**src/hw/rtl/rau_pkg.sv**
```systemverilog
// Package: shared types and constants for the rational arithmetic unit.
`default_nettype none
package rau_pkg;
    localparam int OPERAND_WIDTH = 32;
    localparam int MAG_W = 64;
    localparam int SH_W = 7;

    localparam logic [1:0] CMD_ADD = 2'd0;
    localparam logic [1:0] CMD_SUB = 2'd1;
    localparam logic [1:0] CMD_MUL = 2'd2;
    localparam logic [1:0] CMD_DIV = 2'd3;

    localparam logic [1:0] ST_OK      = 2'd0;
    localparam logic [1:0] ST_DIV0    = 2'd1;
    localparam logic [1:0] ST_ZERODEN = 2'd2;

    typedef struct packed {
        logic       neg;
        logic [OPERAND_WIDTH-1:0] mag;
    } t_op;

    function automatic t_op sext_op(input logic [31:0] v);
        t_op r;
        logic [OPERAND_WIDTH-1:0] m;
        m = v[OPERAND_WIDTH-1:0];
        r.neg = m[OPERAND_WIDTH-1];
        r.mag = r.neg ? (~m + 1'b1) : m;
        return r;
    endfunction
endpackage
`default_nettype wire

```
**src/hw/rtl/rau_div.sv**
```systemverilog
// Restoring divider: one quotient bit per cycle, exact divisions only.
`default_nettype none
module rau_div import rau_pkg::*; (
    input  wire logic             i_clk,
    input  wire logic             i_rst_n,
    input  wire logic             i_start,
    input  wire logic [MAG_W-1:0] i_dividend,
    input  wire logic [MAG_W-1:0] i_divisor,
    output logic                  o_done,
    output logic [MAG_W-1:0]      o_quot
);
    logic             r_busy;
    logic [SH_W-1:0]  r_cnt;
    logic [MAG_W:0]   r_rem;
    logic [MAG_W-1:0] r_q, r_d;
    logic [MAG_W:0]   w_sh;

    assign w_sh = {r_rem[MAG_W-1:0], r_q[MAG_W-1]};

    always_ff @(posedge i_clk) begin
        o_done <= i_rst_n && !i_start && r_busy && (r_cnt == SH_W'(MAG_W - 1));
        if (!i_rst_n) begin
            r_busy <= 1'b0;
        end else if (i_start) begin
            r_busy <= 1'b1; r_cnt <= '0; r_rem <= '0;
            r_q <= i_dividend; r_d <= i_divisor;
        end else if (r_busy) begin
            if (w_sh >= {1'b0, r_d}) begin
                r_rem <= w_sh - {1'b0, r_d};
                r_q   <= {r_q[MAG_W-2:0], 1'b1};
            end else begin
                r_rem <= w_sh;
                r_q   <= {r_q[MAG_W-2:0], 1'b0};
            end
            r_cnt <= r_cnt + 1'b1;
            if (r_cnt == SH_W'(MAG_W - 1)) begin
                r_busy <= 1'b0;
            end
        end
    end
    assign o_quot = r_q;
endmodule
`default_nettype wire

```
**config.mk**
```make
export PLATFORM = sky130hd
export DESIGN_NAME = rau_div
export DESIGN_NICKNAME = d
export VERILOG_FILES = /design/src/hw/rtl/rau_pkg.sv /design/src/hw/rtl/rau_div.sv
export SDC_FILE = /design/constraint.sdc
export NUM_CORES = 1
export LEC_CHECK = 0
export ABC_AREA = 1
export BUFFER_PORTS_ARGS = -buffer_cell sky130_fd_sc_hd__buf_4
export CORE_ASPECT_RATIO = 0.7
export CORE_MARGIN = 4
export CORE_UTILIZATION = 36
export CTS_CLUSTER_SIZE = 24
export DETAILED_ROUTE_END_ITERATION = 8
export PLACE_DENSITY_LB_ADDON = 0.15
export SYNTH_ARGS = -nofsm -noshare
export SYNTH_HDL_FRONTEND = slang
export SYNTH_SLANG_ARGS = --single-unit
export TNS_END_PERCENT = 100
```
**constraint.sdc**
```tcl
create_clock -name i_clk -period 8.9 [get_ports i_clk]
set_clock_uncertainty 0.2 [all_clocks]
set_input_delay 0.445 -clock i_clk [delete_from_list [all_inputs] [get_ports i_clk]]
set_output_delay 0.445 -clock i_clk [all_outputs]
set_load 0.1 [all_outputs]
```
==> impl_metrics.ini, run 1 <==
[run_status]
outcome = finished, final reports clean

[routing]
wl_per_cell_um = 16.16
drc = 0
vias = 13970
firstDrtPassIters = 6
ant_nets = 0
drtIter0Drc = 1022
wl_um = 48870
via_per_inst = 4.619

[layout]
drive_gt1_share_pct = 10.40
nets = 2673
num_antenna_cells = 0
areaGrowthSynthToFinish_pct = 27.39
final_core_util_pct = 46.69

[timing]
drv_slew = 0
rsz0062_at_grt = no
layout_min_cycle_time_ns = 3.763
setup_violations = 0
clock.fmax_mhz = 265.8
hold_viol = 0
holdWs_ns = 0.05227
worstMarginPinSlew_ns = 1.092
finalCritPeriodShare_pct = 42.28
slew_headroom_pct = 27.19
tns_ns = 0

[synth]
synth-xor-area-share_pct = 1.856
syn_avg_cell_area_um2 = 6.766
yosysWarnings = 0
yosys.area_share.adder_pct = 5.696
netlist_area_mm2 = 0.01463
synth.mux.area_fraction_pct = 0
synth_compound_area_share_pct = 2.001
syn_nets = 2359
ys_ff_latch = 201
syn-instance-count = 2162
synth_top_family_by_area = simple AND/OR/NAND/NOR gates
synth-simple-area-share_pct = 36.91
yosysUniqueCellTypes = 32
seq_area_frac_synth_pct = 41.12

[power_and_ir_drop]
leakagePower_nw = 9.908
power_density_mw_per_mm2 = 191.7
cell_internal_pwr_mw = 2.155
pwr-share-clk_pct = 26.7
p_sw_share_pct = 39.69
vdd_ir_drop_max_mv = 0.1378
seq_power_share_pct = 34.1
p_comb_share_pct = 39.3
power.switching_mw = 1.418

[global_route]
grtUsageTotal_pct = 21.80
grt_start_max_net_pins = 76
met1_usage_pct = 34.35
use_met3_pct = 3.878
grt_busiest_layer = met1
grt_pass1_vias = 13530
grt_util_met2_pct = 30.99
grt_pass1_wl_um = 76140
antenna_found_initial = 0
gr-total-overflow = 0

[clock_network]
cts-root-buf = clkbuf_16
htreeDepth = 1
worstSkewPairLatency_ns = 0.55
numCtsBuffers = 23
clk_pin_slew_ns = 0.06
ctsResizeCount = 0
clock_path_buffers = 3
cts_tree = done
clkSinkCount = 201

[setup_path]
r2r_start = r_rem[5]
worstSetupEndpoint = r_rem[59]
path_class = reg2reg
cp-end-kind = flip-flop
cp-startpoint = r_rem[5]
path_max_fanout = 51
rr_worst_depth = 16
crit_required_ns = 9.09
worst-r2r-setup-slack_ns = 5.14
critPathLaunchType = flip-flop
critPathArrivalTime_ns = 3.96
rr_endpoint = r_rem[59]

[floorplanning]
num_rows = 61
core-area_mm2 = 0.03992
die_x_um = 248.9
die_y_um = 176.7
initial_core_util_pct = 36.65
ios = 196
die-area_mm2 = 0.04398

[flow_run]
maxCapViolations = 0

[placement]
dp_hpwl_um = 37110
port_buffers = 195
gp_congestion = 1.010

[min_path]
min_path_type = in2reg
[power by group through the flow]
stage / registers, mW / logic, mW / clock network [mW]
after detailed placement: 1.23 / 1.34 / 0
after global placement: 1.23 / 1.34 / 0
after global routing: 1.23 / 1.56 / 1.02
after CTS: 1.22 / 1.39 / 0.991
after floorplan: 1.41 / 0.789 / 0
final: 1.22 / 1.40 / 0.952
[layout by cell type (no fill, tap or decap), types with 3 or more instances in the layout]
master and n:
inv_2 11, nand3b_1 55, o21ai_0 10, clkbuf_16 23
edfxtp_1 199, dlygate4sd3_1 129, xor2_1 30, nor4_1 4
nor3_1 8, ha_1 65, nand2_1 934, clkbuf_1 6
inv_1 417, clkinv_1 3, buf_4 201, nor2_2 6
nor2_1 247, nand2_2 3, nand4_1 10, nand3_1 59
a21oi_1 46
[repair_timing]
item | in CTS | in global routing
buffers inserted | 0 | 0
hold endpoints to repair | 129 | 0
hold buffers | 129 | 0
[final cells by class]
class	count	area (um^2)
clock buffer	31	625.6
clock inverter	8	105.1
timing repair buffer	330	2800
fill	4114	21280
inverter	430	1617
tap	535	669.4
multi-input combinational	1490	6804
sequential	201	6016
[cell usage after synthesis]
cell | count | share of area, %
nor2_1 | 247 | 6.3
inv_2 | 10 | 0.26
nor4_2 | 1 | 0.086
ha_1 | 65 | 5.6
inv_1 | 419 | 11
nand4_1 | 10 | 0.43
nand2_1 | 935 | 24
and2_1 | 1 | 0.043
clkbuf_1 | 22 | 0.56
nor2_4 | 1 | 0.077
xor2_1 | 30 | 1.8
o21a_1 | 1 | 0.051
nand3_1 | 59 | 2.0
nor4_1 | 4 | 0.17
nand2_4 | 1 | 0.077
xnor2_1 | 1 | 0.060
clkinv_1 | 1 | 0.026
a21oi_1 | 46 | 1.6
edfxtp_1 | 199 | 41
buf_6 | 4 | 0.31
or2_2 | 1 | 0.043
o21ai_1 | 1 | 0.034
fa_1 | 1 | 0.14
nand2_2 | 3 | 0.13
and3_1 | 2 | 0.086
nor3_1 | 8 | 0.27
dfxtp_1 | 2 | 0.27
nor2_2 | 6 | 0.26
buf_2 | 15 | 0.51
nand3b_1 | 55 | 2.8
nand3_2 | 1 | 0.068
o21ai_0 | 10 | 0.34
[worst min path at each step]
stage,endpoint,slack [ns],depth (start not counted),startpoint
final,r_busy,0.05,3,i_rst_n
after global routing,o_done,0.05,3,i_rst_n
after CTS,r_busy,0.02,3,i_rst_n
after detailed placement,o_quot[52],0.33,2,o_quot[51]
after global placement,o_done,0.32,2,r_busy
after floorplan,o_done,0.25,2,r_busy
[registers in the layout, summed over array words and instances (netlist names)]
signal	flops
o_done	1
o_quot	64
r_busy	1
r_cnt	7
r_d	64
r_rem	64
[worst max-delay path: stages, from the launching register on]
cell and delay, ns:
edfxtp_1 0.39, ha_1 0.37, nand2_1 0.09, nand2_1 0.11, nand2_1 0.09, nand2_1 0.12, inv_2 0.08, nand3_2 0.18
nand2_1 0.13, nand2_2 0.09, nand2_1 0.12, nand2_1 0.12, nand2_2 0.11, nand2_4 0.24, inv_2 0.87, nor2_1 0.13
nor2_1 0.15
[cell families after synthesis]
group / Yosys count
compound gates: 58
xor+xnor: 31
fa+ha+maj: 66
buf+inv: 471
flops: 201
simple gates: 1335
[metrics by stage]
step,instances,instance area (um^2),total power [mW],setup WS [ns]
5_1_grt,3025,18640,3.808,4.861
2_1_floorplan,2162,14630,2.199,4.274
3_5_place_dp,2857,16610,2.575,5.251
6_report,3025,18640,3.573,5.137
4_1_cts,3025,18640,3.603,5.201
3_3_place_gp,2857,16610,2.570,5.318
[routing by layer]
metal	vias up	wire length (um)
met3	58	2940
met4	0	1064
li1	7175	-
met5	-	0
met1	6374	25740
met2	365	19120
(Power assumes the default switching activity.)
==> run 2: changes to the inputs <==
--- a/config.mk
+++ b/config.mk
@@ -5,7 +5,7 @@
 export SDC_FILE = /design/constraint.sdc
 export NUM_CORES = 1
 export LEC_CHECK = 0
-export ABC_AREA = 1
+export ABC_AREA = 0
 export BUFFER_PORTS_ARGS = -buffer_cell sky130_fd_sc_hd__buf_4
 export CORE_ASPECT_RATIO = 0.7
 export CORE_MARGIN = 4
==> constraint.sdc (replaced) <==
create_clock -name i_clk -period 3.15 [get_ports i_clk]
set_clock_uncertainty 0.2 [all_clocks]
set_input_delay 0.1575 -clock i_clk [delete_from_list [all_inputs] [get_ports i_clk]]
set_output_delay 0.1575 -clock i_clk [all_outputs]
set_load 0.1 [all_outputs]
==> run 2 against run 1 <==
Against the previous run: the run now ends with negative setup slack left; via count down 23%; count of clock-buffer cells in the layout rose by 4; synthesized cell count fell by 48%; setup slack worse by 5.3 ns; synthesized area is 19% lower; non-clock buffer count grew 232; total power grew to 3.0 times the previous value.
==> impl_metrics.ini, run 2 <==
[run_status]
outcome = complete, but fails checks
violations = negative setup slack

[global_route]
antenna_found_initial = 0
grtUsageTotal_pct = 19.95
grt_start_max_net_pins = 84
gr-total-overflow = 0
grt_pass1_wl_um = 58790
grt_pass1_vias = 10880

[setup_path]
critPathLaunchType = flip-flop
crit_chain = ha_4 > nand4_4 > or3_4 > a211oi_4 > nor4_4 > o21a_4 > o211ai_4 > a21oi_2 > buf_4 > nor2_4 > buf_12 > buf_12 > mux2i_1 > nor2_1
path_class = reg2reg
cp-end-kind = flip-flop
crit_path_frequent_cell = buf_12
cpPeakStageDelay_ns = 0.45
critPathArrivalTime_ns = 3.42
path_max_fanout = 7
path_delay_family = simple AND/OR/NAND/NOR gates
worst-path-buf-inv = 3
crit_required_ns = 3.22
crit_slowest_cell = edfxtp_1

[routing]
top_layer_used = met4
via_per_inst = 5.119
firstDrtPassIters = 5
ant_nets = 0
drtIter0Drc = 838
drt-met1-wl_um = 18370
wl_met3_um = 1828
vias = 10810
wl_um = 37770
wl_per_cell_um = 17.88
drc = 0
route.met2.wl_um = 16760

[timing]
clock.fmax_mhz = 298.1
worstMarginPinSlew_ns = 0.6175
layout_min_cycle_time_ns = 3.354
slew_headroom_pct = 58.84
worst_slack_ns = -0.2042
tns_ns = -7.735
rsz0062_at_grt = yes
hold_viol = 0
drv_slew = 0
finalCritPeriodShare_pct = 106.5
setup_violations = 65

[clock_network]
clock_path_buffers = 3
cts-root-buf = clkbuf_16
htreeDepth = 1
clkSinkCount = 201
worstSkewPairLatency_ns = 0.54
numCtsBuffers = 24
cts_tree = done
clk_pin_slew_ns = 0.07

[layout]
final_cells = 2112
final_core_util_pct = 58.79
drive_gt1_share_pct = 44.27
num_antenna_cells = 0
nets = 1864
areaGrowthSynthToFinish_pct = 60.72
final_common_cell = buf_4
final_area_mm2 = 0.01906
nFillCells = 2738
final_cell_mix = buf_4, edfxtp_1, dlygate4sd3_1

[synth]
ys_ff_latch = 201
yosys-top-cells-area = edfxtp_1, ha_1, mux2_2
seq_area_frac_synth_pct = 50.74
yosysMostFrequentCell = edfxtp_1
ys_top_cells_by_count = edfxtp_1, nand2_1, a21oi_1
async_reset_ff_share_pct = 0
synth_top_area_share_pct = 50.40
syn_avg_cell_area_um2 = 10.51
syn_nets = 1325
yosysUniqueCellTypes = 59
synth_edf_count = 199
synth_top_area_cell = edfxtp_1
syn-instance-count = 1128
yosysWarnings = 0
yosys_most_used_dff = edfxtp_1
netlist_area_mm2 = 0.01186

[floorplanning]
num_rows = 55
die_x_um = 224.9
die_y_um = 159.8
core-area_mm2 = 0.03241
ios = 196
die-area_mm2 = 0.03595
initial_core_util_pct = 36.58

[flow_run]
maxCapViolations = 0

[placement]
dp.cells = 1897
gp_congestion = 0.9098
port_buffers = 195
place_area_mm2 = 0.01526
dp_hpwl_um = 25190

[min_path]
min_path_type = in2reg

[power_and_ir_drop]
power_density_mw_per_mm2 = 554.8
vdd_ir_drop_max_mv = 0.4498
leakagePower_nw = 7.804
==> run 2: cell types whose count changed in the layout (fill, tap and decap cells not counted), sizes merged, moves of 20 or more <==
cell,change
mux2,+64
o21ai,+30
a21oi,+81
nand3,-39
buf,+226
xnor2,+33
inv,-351
nand2,-793
nand3b,-54
a211oi,+20
nor2,-192
a21o,+20
==> run 2: per-layer routing <==
| layer | global-route usage (%) | vias to the layer above |
|---|---|---|
| li1 | - | 5235 |
| met1 | 29.92 | 5250 |
| met2 | 30.87 | 263 |
| met3 | 2.811 | 64 |
| met4 | 4.175 | 0 |
| met5 | 0 | - |
==> run 2: path summary, 6_finish.rpt <==
| check | start | end | slack, ns | depth (start not counted) |
|---|---|---|---|---|
| hold / removal | i_divisor[54] | r_d[54] | 0.14 | 2 |
| hold reg to reg | r_busy | o_done | 0.27 | 2 |
| setup / recovery | r_rem[17] | r_rem[49] | -0.20 | 14 |
| setup reg to reg | r_rem[17] | r_rem[49] | -0.20 | 14 |
==> run 2: cell type report <==
type | instances | area (um^2) | area share (%)
Multi-Input combinational cell | 799 | 6531 | 34.27
Sequential cell | 201 | 6016 | 31.57
Timing Repair Buffer | 562 | 4883 | 25.63
Clock buffer | 35 | 661.9 | 3.473
Tap cell | 427 | 534.3 | 2.804
Inverter | 79 | 296.5 | 1.556
Clock inverter | 9 | 132.6 | 0.6960
==> run 2: power breakdown <==
part | switching [mW] | internal (mW)
clock | 1.13 | 1.71
combinational | 2.35 | 2.01
sequential | 0.127 | 3.24
total | 3.61 | 6.96
==> run 2: stage by stage <==
step                setup slack [ns]  hold slack, ns  power [mW]
floorplan                    -0.5529         0.05637       5.389
global placement             -0.4485          0.1354       6.614
detailed placement           -0.4900          0.1368       6.632
CTS                          -0.1427          0.1013       10.19
global route                 -0.3197          0.1260       11.09
finish                       -0.2042          0.1357       10.57
==> run 2: repair_timing <==
action,CTS,global route
resized for setup,147,126
setup endpoints to repair,65,65
hold buffers,131,0
pin swaps,65,47
endpoints found under the hold margin,151,0
setup buffers,16,17
cloned,5,5
==> run 2: kinds of logic (layout without fill, tap and decap cells) <==
family,after synthesis,in the layout,synth area share [%]
AO/OA/AOI/OAI,289,289,15.22
XOR/XNOR,56,56,4.137
adder cells (fa/ha/maj),66,66,7.028
buffers and inverters,128,685,4.179
flip-flops,201,201,50.74
multiplexers,65,65,6.163
AND/OR/NAND/NOR,323,323,12.54
